--- src/rtl/cbc_pkg.sv ---
// Shared types and constants for the cartridge bank controller.
// No dependencies; imported by every module of the block.
`timescale 1ns / 1ps
`default_nettype none

package cbc_pkg;

   // Field widths fixed by the bus and by the banking scheme
   localparam int ADDR_W       = 16;
   localparam int DATA_W       = 8;
   localparam int ROM_ADDR_W   = 21;
   localparam int LOW_BANK_W   = 5;
   localparam int HIGH_BANK_W  = 2;
   localparam int ROM_LOG2_W   = 5;
   localparam int RAM_SEL_W    = 2;
   localparam int CSR_INDEX_W  = 1;
   localparam int CSR_DATA_W   = 5;
   localparam int RAM_OFFSET_W = 15;   // bank (2) plus 13 offset bits

   // Defaults handed to the top-level parameters
   localparam int RAM_BYTES_DEFAULT     = 32768;
   localparam int ROM_ADDR_BITS_DEFAULT = 21;

   // Smallest ROM the mask ever shrinks to
   localparam logic [ROM_LOG2_W-1:0] ROM_MIN_LOG2 = 5'd15;

   // Control register regions, selected by address bits 14..13
   localparam logic [1:0] CTRL_RAM_ENABLE = 2'b00;
   localparam logic [1:0] CTRL_LOW_BANK   = 2'b01;
   localparam logic [1:0] CTRL_HIGH_BANK  = 2'b10;
   localparam logic [1:0] CTRL_BANK_MODE  = 2'b11;

   // Value of the low data nibble that enables RAM
   localparam logic [3:0] RAM_ENABLE_KEY = 4'hA;

   // Configuration register indexes
   localparam logic [CSR_INDEX_W-1:0] CSR_ROM_SIZE_LOG2 = 1'b0;
   localparam logic [CSR_INDEX_W-1:0] CSR_RAM_SIZE_SEL  = 1'b1;

   // RAM size selections and their log2 byte counts
   localparam logic [RAM_SEL_W-1:0] RAM_SEL_NONE = 2'd0;
   localparam logic [RAM_SEL_W-1:0] RAM_SEL_2K   = 2'd1;
   localparam logic [RAM_SEL_W-1:0] RAM_SEL_8K   = 2'd2;
   localparam logic [RAM_SEL_W-1:0] RAM_SEL_32K  = 2'd3;
   localparam logic [3:0] RAM_LOG2_2K  = 4'd11;
   localparam logic [3:0] RAM_LOG2_8K  = 4'd13;
   localparam logic [3:0] RAM_LOG2_32K = 4'd15;

   // Access kinds
   localparam logic ACTION_READ  = 1'b0;
   localparam logic ACTION_WRITE = 1'b1;

   typedef struct packed {
      logic              action;
      logic [ADDR_W-1:0] address;
      logic [DATA_W-1:0] write_data;
   } req_type;

   typedef struct packed {
      logic                  rom_hit;
      logic [ROM_ADDR_W-1:0] rom_address;
      logic [DATA_W-1:0]     read_data;
   } rsp_type;

   // Control state as seen by the datapath
   typedef struct packed {
      logic                   ram_enabled;
      logic [LOW_BANK_W-1:0]  low_bank;
      logic [HIGH_BANK_W-1:0] high_bank;
      logic                   bank_mode;
      logic [ROM_LOG2_W-1:0]  rom_size_log2;
      logic [RAM_SEL_W-1:0]   ram_size_sel;
   } ctrl_type;

endpackage

`default_nettype wire

--- src/rtl/cbc_ctrl.sv ---
// Banking control registers and configuration registers.
// Depends on cbc_pkg for the region codes and the ctrl_type struct.
`timescale 1ns / 1ps
`default_nettype none

module cbc_ctrl
   import cbc_pkg::*;
(
   input  wire                          clock,
   input  wire                          reset,
   input  wire                          req_accept,
   input  req_type                      req_item,
   input  wire                          csr_write_enable,
   input  wire  [CSR_INDEX_W-1:0]       csr_index,
   input  wire  [CSR_DATA_W-1:0]        csr_write_data,
   output ctrl_type                     ctrl
);

   ctrl_type ctrl_ff;
   ctrl_type ctrl_in;
   logic     ctrl_write;

   // Only accepted writes below 0x8000 touch the banking registers
   assign ctrl_write = req_accept && (req_item.action == ACTION_WRITE) &&
                       !req_item.address[ADDR_W-1];

   // Next value of the control registers
   always_comb begin
      ctrl_in = ctrl_ff;
      if (ctrl_write) begin
         unique case (req_item.address[14:13])
            CTRL_RAM_ENABLE: begin
               ctrl_in.ram_enabled = (req_item.write_data[3:0] == RAM_ENABLE_KEY);
            end
            CTRL_LOW_BANK: begin
               // bank zero maps to bank one
               if (req_item.write_data[LOW_BANK_W-1:0] == '0) begin
                  ctrl_in.low_bank = LOW_BANK_W'(1);
               end else begin
                  ctrl_in.low_bank = req_item.write_data[LOW_BANK_W-1:0];
               end
            end
            CTRL_HIGH_BANK: begin
               ctrl_in.high_bank = req_item.write_data[HIGH_BANK_W-1:0];
            end
            CTRL_BANK_MODE: begin
               ctrl_in.bank_mode = req_item.write_data[0];
            end
            default: begin
               ctrl_in = ctrl_ff;
            end
         endcase
      end
      if (csr_write_enable) begin
         unique case (csr_index)
            CSR_ROM_SIZE_LOG2: begin
               ctrl_in.rom_size_log2 = csr_write_data[ROM_LOG2_W-1:0];
            end
            CSR_RAM_SIZE_SEL: begin
               ctrl_in.ram_size_sel = csr_write_data[RAM_SEL_W-1:0];
            end
            default: begin
               ctrl_in.ram_size_sel = ctrl_ff.ram_size_sel;
            end
         endcase
      end
   end

   // Hold the registers, load reset values
   always_ff @(posedge clock) begin
      if (reset) begin
         ctrl_ff.ram_enabled   <= 1'b0;
         ctrl_ff.low_bank      <= LOW_BANK_W'(1);
         ctrl_ff.high_bank     <= '0;
         ctrl_ff.bank_mode     <= 1'b0;
         ctrl_ff.rom_size_log2 <= ROM_MIN_LOG2;
         ctrl_ff.ram_size_sel  <= RAM_SEL_NONE;
      end else begin
         ctrl_ff <= ctrl_in;
      end
   end

   assign ctrl = ctrl_ff;

endmodule

`default_nettype wire

--- config.mk ---
export PLATFORM = sky130hd
export DESIGN_NAME = cbc_ctrl
export DESIGN_NICKNAME = d
export VERILOG_FILES = /design/src/rtl/cbc_pkg.sv /design/src/rtl/cbc_ctrl.sv
export SDC_FILE = /design/constraint.sdc
export NUM_CORES = 1
export LEC_CHECK = 0
export BUFFER_PORTS_ARGS = -buffer_cell sky130_fd_sc_hd__buf_4
export CORE_UTILIZATION = 25
export DETAILED_ROUTE_END_ITERATION = 8
export MAX_ROUTING_LAYER = met4
export PLACE_DENSITY = 0.63
export SLEW_MARGIN = 20
export SYNTH_ARGS = -nofsm -noshare
export SYNTH_HDL_FRONTEND = slang
export SYNTH_SLANG_ARGS = --single-unit
--- constraint.sdc ---
create_clock -name clock -period 0.9 [get_ports clock]
set_clock_uncertainty 0.1 [all_clocks]
set_input_delay 0 -clock clock [delete_from_list [all_inputs] [get_ports clock]]
set_output_delay 0 -clock clock [all_outputs]
set_load 0.02 [all_outputs]
==> results by group <==
Timing
  – FMAX: 1.16 GHz
  – Fin. max-slew vios: 0
  – Fin crit share: 95.7%
  – Worst hold slack: -0.114 ns
  – # setup viols final: 0
  – Final min period: 0.861 ns
  – Setup WS post-layout: 0.0390 ns
  – Slew @ Worst Pin: 0.251 ns
  – Slew margin rel.: 83.0%
  – Setup TNS: 0 ns
  – Hold Vio Cnt, Final: 12
  – Unrepaired setup endpoints after global routing: no

Yosys
  – Post-Syn Instances: 71
  – Syn Std Cell Area: 691 sq um
  – Share of Yosys cell area claimed by the top area cell type: 46.4%
  – Yosys top cell by area: dfxtp_1
  – Dominant cells by area after synthesis: dfxtp_1 46%, mux2i_1 17%, nand2_1 10%
  – Yosys cell types: 19
  – Yosys reg bits: 16
  – Synthesis Warnings: 0
  – Sequential-to-total area share from yosys stat: 46.4%
  – Post-Syn Area per Cell: 9.73 sq um
  – Syn nets: 106

Cells and area
  – FF/Latch Area: 335 sq um
  – N_diodes: 0
  – Max FFs per register: 16
  – Design Area, Final: 1150 sq um
  – Nets: 157
  – Multi-input gate area: 355 sq um
  – Filler cell count: 259
  – Share of cells above drive strength 1: 49.6%
  – Layout area overhead: 67.0%
  – Final Util: 45.3%

Die
  – Die H: 54.6 um
  – Die area: 2980 sq um
  – Core Rows: 18
  – Initial Util: 27.1%
  – # IOs: 51
  – Core Area: 2540 sq um
  – Die W: 54.6 um

Worst setup path
  – Top Family by Delay on Critical Path: flip-flops
  – CP peak stage delay: 0.33 ns
  – Worst EP arrival: 0.76 ns
  – Reg-to-reg setup timing slack: 0.17 ns
  – Buffers & Inverters on Critical Path: 1
  – Worst endpoint required time: 0.80 ns
  – CP Max Fanout: 2
  – Crit path capture type: primary output
  – Launch point of the worst reg-to-reg path: ctrl[15]
  – Critical path, cell by cell: buf_4
  – CP max stage cell: dfxtp_2
  – Element type at the critical path start: flop
  – R2R depth: 2
  – RR Endpoint: ctrl[15]
  – Worst setup path category: reg2out

GRT
  – First-pass GRT wire length: 2760 um
  – Global route overflow: 0
  – Number of global-route vias before repair: 660
  – Pin count of the biggest net entering global routing: 11
  – Initial antenna violation count: 0
  – Aggregate global-route resource usage: 13.6%

Clock tree
  – TritonCTS buffer count: 3
  – CTS Buffer Depth: 2
  – CTS tree: yes
  – Htree depth: 1
  – Sink Count: 16
  – Clk pin slew, worst setup/hold paths: 0.10 ns
  – CTS root buf: clkbuf_4
  – Hold-fix buffers, CTS: 11
  – Clock Latency Late Sink: 0.28 ns

Run
  – Max Cap Viol: 0

Routing
  – Vias: 695
  – Vias/cell: 4.60
  – Final ANT Viol Nets: 0
  – Avg WL per Cell: 11.9 um
  – Initial DRC Count: 3
  – DRC Markers: 0
  – Routed WL: 1790 um
  – DR pass1 iterations: 4

Placed design
  – HPWL Detailed: 1320 um
  – Worst Setup Slack post-DPL: -0.0879 ns
  – Gpl congestion: 0.721
  – DP Area: 1010 sq um
  – Port bufs: 34

Pwr
  – Leak: 0.525 nW
  – IR drop worst, VDD: 0.000664 V
  – P per Cell Area: 1290 nW/um^2

Status
  – Failing checks: hold timing
  – Outcome: finished with violations

Hold path
  – Worst Hold Class: in2reg
  – Worst Hold Depth: 3
  – WHS Endpoint: ctrl[12]
  – Hold_sp: req_item[2]
cell type report:
class	instances	area share, %
clock buffer	4	3.15
tap	30	3.25
sequential	16	29.1
multi-input combinational	52	30.8
timing repair buffer	48	33.4
inverter	1	0.325
cells in the mapped netlist:
| cell type | count |
|---|---|
| nand3_1 | 3 |
| nand3b_1 | 1 |
| a21oi_1 | 3 |
| nand2_1 | 19 |
| o31ai_1 | 2 |
| nor3b_2 | 1 |
| dfxtp_1 | 16 |
| nor4_1 | 1 |
| nor3b_4 | 1 |
| nor3_1 | 1 |
| o211ai_1 | 1 |
| inv_1 | 1 |
| nand3b_4 | 1 |
| nor2_1 | 3 |
| mux2i_1 | 12 |
| buf_4 | 2 |
| nor4bb_1 | 1 |
| nor2b_1 | 1 |
| and3b_2 | 1 |
placed cells by master, fill, tap and decap left out:
cell type / instances
dfxtp_2: 12
nor3b_2: 1
a21oi_2: 1
nor3b_4: 1
dlymetal6s4s_1: 1
nand3_1: 3
dfxtp_1: 4
clkbuf_4: 3
nor4_1: 1
inv_1: 1
buf_4: 39
o211ai_1: 1
nor3_1: 1
nor2b_1: 1
nand2_1: 19
a21oi_1: 2
nor2_1: 3
nand3b_1: 1
nor4bb_1: 1
nand3b_4: 1
o31ai_1: 2
mux2i_1: 12
dlygate4sd3_1: 8
and3b_2: 1
clkbuf_8: 1
kinds of logic (layout without fill, tap and decap cells):
| group | after synthesis | count (layout) | synth area share, % |
|---|---|---|---|
| multiplexers | 12 | 12 | 17.4 |
| AO/OA/AOI/OAI | 6 | 6 | 5.43 |
| flip-flops | 16 | 16 | 46.4 |
| AND/OR/NAND/NOR | 34 | 34 | 28.1 |
| buffers and inverters | 3 | 53 | 2.72 |
how the worst max path moves through the flow:
stage,startpoint,end,slack [ns],cells past startpoint
after global placement,req_item[23],ctrl[12],-0.05,4
after detailed placement,req_item[23],ctrl[14],-0.09,4
after floorplan,ctrl[15],ctrl[15],0.09,2
after global routing,ctrl[9],ctrl[9],0.004,1
after CTS,reset,ctrl[1],0.01,4
final,ctrl[9],ctrl[9],0.04,1
through the flow:
stage,hold slack [ns],instances,power [mW]
after floorplan,-0.0309,71,0.854
after global placement,0.122,138,0.988
after detailed placement,0.130,138,0.992
after CTS,-0.105,153,1.50
after global routing,-0.0998,151,1.56
final,-0.114,151,1.48
metal layers:
metal	GRT usage, %	vias up	share of wire (%)
met2	23.6	25	47
li1	-	344	-
met5	-	-	0
met4	2.56	0	0
met1	15.5	326	45
met3	3.89	0	7.8
power by group:
group          switching, mW  internal [mW]  leakage [nW]
Sequential           0.00920          0.729         0.132
Clock                  0.226          0.246        0.0210
Combinational          0.122          0.152         0.372
what timing repair did:
item                                    4_1_cts  5_1_grt
endpoints found under the hold margin        16       12
resized for setup                             0       14
endpoints found under the setup margin        0       15
setup buffers                                 0        0
tightest hold or removal path, stage by stage:
cell and delay [ns]:
buf_4 0.12, nand2_1 0.05, mux2i_1 0.05
No activity file was read; power rests on OpenSTA's default activity.
